`config.mk`:
```
export PLATFORM = sky130hd
export DESIGN_NAME = fixed_width_decimal_ascii
export DESIGN_NICKNAME = d
export VERILOG_FILES = /design/src/fwda_pkg.sv /design/src/fwda_cell.sv /design/src/fixed_width_decimal_ascii.sv
export SDC_FILE = /design/constraint.sdc
export NUM_CORES = 1
export LEC_CHECK = 0
export BUFFER_PORTS_ARGS = -buffer_cell sky130_fd_sc_hd__buf_4
export CAP_MARGIN = 25
export CORE_MARGIN = 2
export CORE_UTILIZATION = 60
export DETAILED_ROUTE_END_ITERATION = 6
export PLACE_DENSITY = 0.8
export SKIP_CTS_REPAIR_TIMING = 1
export SYNTH_ARGS = -nofsm -noshare
export SYNTH_HDL_FRONTEND = slang
export SYNTH_SLANG_ARGS = --single-unit
```
`constraint.sdc`:
```
create_clock -name clk_i -period 4.95 [get_ports clk_i]
set_clock_uncertainty 0.15 [all_clocks]
set_input_delay 0.2475 -clock clk_i [delete_from_list [all_inputs] [get_ports clk_i]]
set_output_delay 0.2475 -clock clk_i [all_outputs]
set_load 0.02 [all_outputs]
```
`src/fwda_pkg.sv`:
```
package fwda_pkg;

  // Largest digit count that is honored; larger counts saturate to it.
  localparam int unsigned MAX_DIGITS = 10;

  // Field widths.
  localparam int unsigned NUM_W   = 32;
  localparam int unsigned CNT_W   = 4;
  localparam int unsigned BCD_W   = 4;
  localparam int unsigned ASCII_W = 6;
  localparam int unsigned BIT_W   = $clog2(NUM_W);
  localparam int unsigned POS_W   = $clog2(MAX_DIGITS);

  // High bits of the ASCII code for '0'; the low four bits carry the digit.
  localparam logic [ASCII_W-BCD_W-1:0] ASCII_ZERO_HI = 2'b11;

  // Input item.
  typedef struct packed {
    logic [NUM_W-1:0] number;
    logic [CNT_W-1:0] digit_count;
  } fwda_in_t;

  // Result item, one per emitted digit.
  typedef struct packed {
    logic [ASCII_W-1:0] ascii_digit;
    logic               last_digit;
  } fwda_out_t;

  // Control that every digit cell receives in the same cycle.
  typedef struct packed {
    logic clear;    // load zero at the start of an item
    logic convert;  // one add-3 adjust and shift step
    logic shift;    // move whole digits one cell toward the top
  } fwda_cell_ctl_t;

endpackage

```
`src/fwda_cell.sv`:
```
module fwda_cell (
  input  logic                   clk_i,
  input  fwda_pkg::fwda_cell_ctl_t ctl_i,
  input  logic                   bit_i,
  input  logic [3:0]             digit_i,
  output logic                   bit_o,
  output logic [3:0]             digit_o
);
  import fwda_pkg::*;

  logic [BCD_W-1:0] digit_q, digit_d;
  logic [BCD_W-1:0] adj;

  // Add 3 when the digit would overflow past 9 after doubling.
  always_comb begin
    adj = (digit_q >= BCD_W'(5)) ? digit_q + BCD_W'(3) : digit_q;
  end

  assign bit_o   = adj[BCD_W-1];
  assign digit_o = digit_q;

  // Next digit: clear, double with carry in, or take the neighbor's digit.
  always_comb begin
    digit_d = digit_q;
    if (ctl_i.clear) begin
      digit_d = '0;
    end else if (ctl_i.convert) begin
      digit_d = {adj[BCD_W-2:0], bit_i};
    end else if (ctl_i.shift) begin
      digit_d = digit_i;
    end
  end

  always_ff @(posedge clk_i) begin
    digit_q <= digit_d;
  end

endmodule

```
`src/fixed_width_decimal_ascii.sv`:
```
// Converts a 32-bit number to decimal and emits digit_count ASCII digits, MSB first.
// Order: a bit-serial double-dabble pass through the row of ten digit cells, then alignment
// shifts toward the top cell (none for a count of ten), then one digit per cycle; a count
// of zero emits no digits. A new item is accepted only while the block is idle, and busy
// stays high until the last digit has been shown.
// Reset is asynchronous and active low and returns the block to idle; digits cannot stall.
module fixed_width_decimal_ascii (
  input  logic                clk_i,
  input  logic                rst_ni,
  input  logic                start,
  output logic                busy,
  input  fwda_pkg::fwda_in_t  in_i,
  output logic                out_valid_o,
  output fwda_pkg::fwda_out_t out_o
);
  import fwda_pkg::*;

  typedef enum logic [3:0] {
    ST_IDLE  = 4'b0001,
    ST_CONV  = 4'b0010,
    ST_ALIGN = 4'b0100,
    ST_EMIT  = 4'b1000
  } state_e;

  state_e           state_q, state_d;
  logic [NUM_W-1:0] number_q, number_d;
  logic [CNT_W-1:0] count_q, count_d;
  logic [BIT_W-1:0] bit_q, bit_d;
  logic [POS_W-1:0] top_q, top_d;
  logic [CNT_W-1:0] count_sat;
  logic             accept;
  fwda_cell_ctl_t   ctl;

  logic                  carry [MAX_DIGITS+1];
  logic [BCD_W-1:0]      digit [MAX_DIGITS+1];

  assign busy   = (state_q != ST_IDLE);
  assign accept = start && !busy;

  // Counts above the maximum saturate.
  assign count_sat = (in_i.digit_count > CNT_W'(MAX_DIGITS)) ?
                     CNT_W'(MAX_DIGITS) : in_i.digit_count;

  // Control for the digit row.
  always_comb begin
    ctl.clear   = accept;
    ctl.convert = (state_q == ST_CONV);
    ctl.shift   = (state_q == ST_ALIGN) || (state_q == ST_EMIT);
  end

  // Row of digit cells; cell 0 is least significant and the top cell is read out.
  assign carry[0] = number_q[NUM_W-1];
  assign digit[0] = '0;

  for (genvar k = 0; k < MAX_DIGITS; k++) begin : g_cell
    fwda_cell u_cell (
      .clk_i   (clk_i),
      .ctl_i   (ctl),
      .bit_i   (carry[k]),
      .digit_i (digit[k]),
      .bit_o   (carry[k+1]),
      .digit_o (digit[k+1])
    );
  end

  // Sequencer: convert, align the wanted top digit, then emit.
  always_comb begin
    state_d  = state_q;
    number_d = number_q;
    count_d  = count_q;
    bit_d    = bit_q;
    top_d    = top_q;
    unique case (state_q)
      ST_IDLE: begin
        if (start) begin
          state_d  = ST_CONV;
          number_d = in_i.number;
          count_d  = count_sat;
          bit_d    = '0;
          top_d    = POS_W'(MAX_DIGITS - 1);
        end
      end
      ST_CONV: begin
        number_d = {number_q[NUM_W-2:0], 1'b0};
        bit_d    = bit_q + BIT_W'(1);
        if (bit_q == BIT_W'(NUM_W - 1)) begin
          if (count_q == '0) begin
            state_d = ST_IDLE;
          end else if (count_q == CNT_W'(MAX_DIGITS)) begin
            state_d = ST_EMIT;
          end else begin
            state_d = ST_ALIGN;
          end
        end
      end
      ST_ALIGN: begin
        top_d = top_q - POS_W'(1);
        if (CNT_W'(top_d) == count_q - CNT_W'(1)) begin
          state_d = ST_EMIT;
        end
      end
      ST_EMIT: begin
        count_d = count_q - CNT_W'(1);
        if (count_q == CNT_W'(1)) begin
          state_d = ST_IDLE;
        end
      end
      default: begin
        state_d = ST_IDLE;
      end
    endcase
  end

  always_ff @(posedge clk_i or negedge rst_ni) begin
    if (!rst_ni) begin
      state_q <= ST_IDLE;
      count_q <= '0;
      bit_q   <= '0;
      top_q   <= '0;
    end else begin
      state_q <= state_d;
      count_q <= count_d;
      bit_q   <= bit_d;
      top_q   <= top_d;
    end
  end

  always_ff @(posedge clk_i) begin
    number_q <= number_d;
  end

  // Each emitted digit is shown for one cycle from the top cell.
  assign out_valid_o       = (state_q == ST_EMIT);
  assign out_o.ascii_digit = {ASCII_ZERO_HI, digit[MAX_DIGITS]};
  assign out_o.last_digit  = (count_q == CNT_W'(1));

endmodule
```
==> results.md <==
* Dpl cell area at approximately 5500 µm²
* Cells after Synth at roughly 620
* Most frequent cells in the layout: nand2_1, a21oi_1, o21ai_0
* Buffers on Ports at between 40 and 50
* Largest net degree at the start of global routing at 79
* Failing checks: negative hold slack
* CTS H-tree depth at 3
* Setup CP Type: register to register
* Routed Antenna Nets at 0
* DRC at 0
* Cell Area, Synth at roughly 5200 µm²
* Fmax at roughly 370 MHz
* CTS tree: done
* FFs w/ async S/R, synth at a little under a fifth
* EDFF count, synth at 32
* Critical Path End Type: register
* # diodes at 0
* Core Region at around 8300 µm²
* Slew HR at 41.2%
* Mean area per synthesized cell at roughly 8.3 µm²
* Worst r2r path cells at 7
* Fin area at a little under 6000 µm²
* Worst vdd ir at approximately 270 µV
* CTS max path bufs at 2
* Max Cap Viol at 0
* Synth cell types at 55
* Clk slew on worst S/H paths at 0.10 ns
* Violation count after the first detailed-routing iteration at around 220
* Fin. Hold Viols at 1
* Synth Register Bits at about 90
* Post-Route WL at approximately 11000 µm
* Post-route insts no fill at 766
* RSZ-0062 raised after global routing: false
* Share of layout cells above drive strength 1 at 12.0%
* PD cells at about 640 nW/µm²
* Via Count at roughly 4400
* Worst r2r src: state_q[1]
* Final setup viols at 0
* Initial antenna violation count at 0
* Reg2reg end: g_cell[2].u_cell.digit_o[0]
* Wire length per cell at roughly 14 µm
* Grt total ovfl at 0
* Reg2reg setup slack at around 2.2 ns
* Worst Setup EP: g_cell[2].u_cell.digit_o[0]
* Chip height at about 97 µm
* Io pins at 48
* Lkg Pwr at approximately 2.5 nW
* Power, Total at around 0.0037 W
* Outcome: finished with violations
* YS warnings at 0
* Area Overhead vs Synth at 11.9%
* Worst-Margin Slew at between 0.8 and 0.9 ns
* Final setup TNS at 0 ns
* Detailed Place HPWL at between 7000 and 8000 µm
* NumNets Final at roughly 720
* Global-route wire length before repair at about 18000 µm
* Worst-Skew Late Latency at about 0.37 ns
* Critical Path Start: state_q[1]
* Register area share after synthesis at between 40% and 50%
* # clock sinks at 89
* Final hold slack at -0.00635 ns
* Die area at 9400 µm²
* Router iterations before antenna repair at 4
* CTS buffer count at 9
* Tot GR Track Use at approximately 23%
* Vias in the first global route at slightly above 4000
* Placed Cells at 741
* Critical Path Fanout Max at 50
* DIE WIDTH at roughly 97 µm
* Row count at 33
* Hold WC Path Type: input pin to register
* Starting Density at between 60% and 70%
* Min cycle time layout at around 2.7 ns
* Worst setup SP type: register
* Period Utilization, post-route at a little over half
* Main synth FF type: dfxtp_1
* Most common cell after layout, fill and taps aside: nand2_1
* Max Slew Vio Count at 0
* Arr. time, crit path at roughly 2.9 ns
* Worst EP required at about 5 ns
* Root Driver: clkbuf_8
* Placer congestion estimate at between 0.7 and 0.8
* Via/cell ratio at 5.71
per-layer routing:
layer  share of wire (%)  vias up  GRT usage (%)  wire length (µm)
met5                   0        -              0                 0
met4                 1.0        0           4.98               112
met3                 4.1       16           4.19               440
met2                  49       85           40.7              5250
met1                  46     2065           28.4              5020
li1                    -     2206              -                 -
report_power, final:
| part | total, W | switching (W) | internal [W] |
|---|---|---|---|
| logic | 0.00184 | 0.00107 | 0.000768 |
| clock network | 0.000482 | 0.000288 | 0.000194 |
| registers | 0.00141 | 0.000289 | 0.00112 |
synthesized netlist by cell type, types with 2 or more instances:
cell type	instances	area (µm²)
o21ai_0	61	305
o22ai_1	2	12.5
dfxtp_1	40	801
nand2b_1	12	75.1
clkbuf_1	8	30.0
nor3_1	16	80.1
a22oi_1	3	22.5
edfxtp_1	32	961
a21oi_2	2	17.5
o21a_1	9	67.6
o21ai_1	4	20.0
buf_2	20	100
nand2_1	143	537
a21oi_1	72	360
nor2_1	19	71.3
ha_1	26	325
dfrtp_1	16	400
buf_6	2	22.5
nor3b_1	2	15.0
buf_4	8	60.1
nand3_1	8	40.0
mux2i_1	9	90.1
a31oi_1	9	56.3
and3_1	9	56.3
xnor2_1	18	158
inv_1	37	139
a221o_1	8	80.1
stage by stage:
| stage | util [%] | setup slack [ns] | hold slack [ns] |
|---|---|---|---|
| floorplan | - | 2.51 | -0.198 |
| finish | 69.9 | 2.23 | -0.00635 |
| global placement | 65.9 | 1.97 | -0.0273 |
| detailed placement | 66.6 | 2.22 | -0.0248 |
| CTS | 68.8 | 2.22 | -0.421 |
| global route | 69.9 | 1.97 | 0.00237 |
cell type report:
class                      count  area (µm²)
clock buffer                   9         124
clock inverter                 7        61.3
fill                         666        2500
inverter                      38         155
multi-input combinational    458        2630
sequential                    89        2190
tap                          105         131
timing repair buffer          60         513
flip-flops by register name, summed over array words and instances (netlist names):
name and flops:
g_cell.u_cell.digit_o 40, count_q 4, number_q 32, state_q 4
top_q 4, bit_q 5
how the worst min path moves through the flow:
stage	startpoint	to	slack, ns	cells after the start
floorplan	rst_ni	bit_q[0]	-0.20	0
global route	in_i[9]	number_q[5]	0.002	3
finish	in_i[30]	number_q[26]	-0.006	3
CTS	rst_ni	bit_q[0]	-0.42	1
detailed placement	rst_ni	count_q[2]	-0.02	1
global placement	rst_ni	count_q[1]	-0.03	1
kinds of logic (layout without fill, tap and decap cells):
family	count (synthesis)	after routing	share of synthesized area, %
xor+xnor	19	19	3.21
buf+inv	77	114	7.17
fa+ha+maj	26	26	6.28
compound gates	182	182	20.3
mux	10	10	1.96
flops	89	89	42.2
simple gates	219	219	18.8
other cells	1	2	0.0723
critical path: stages, from the launching register on:
cell and delay [ns]:
dfrtp_1 0.50, nor3b_1 0.19, buf_4 0.19, nand2_2 0.64, buf_4 0.44, a31oi_1 0.08, a221o_1 0.33, a21oi_1 0.13
No activity file was read; power rests on OpenSTA's default activity.
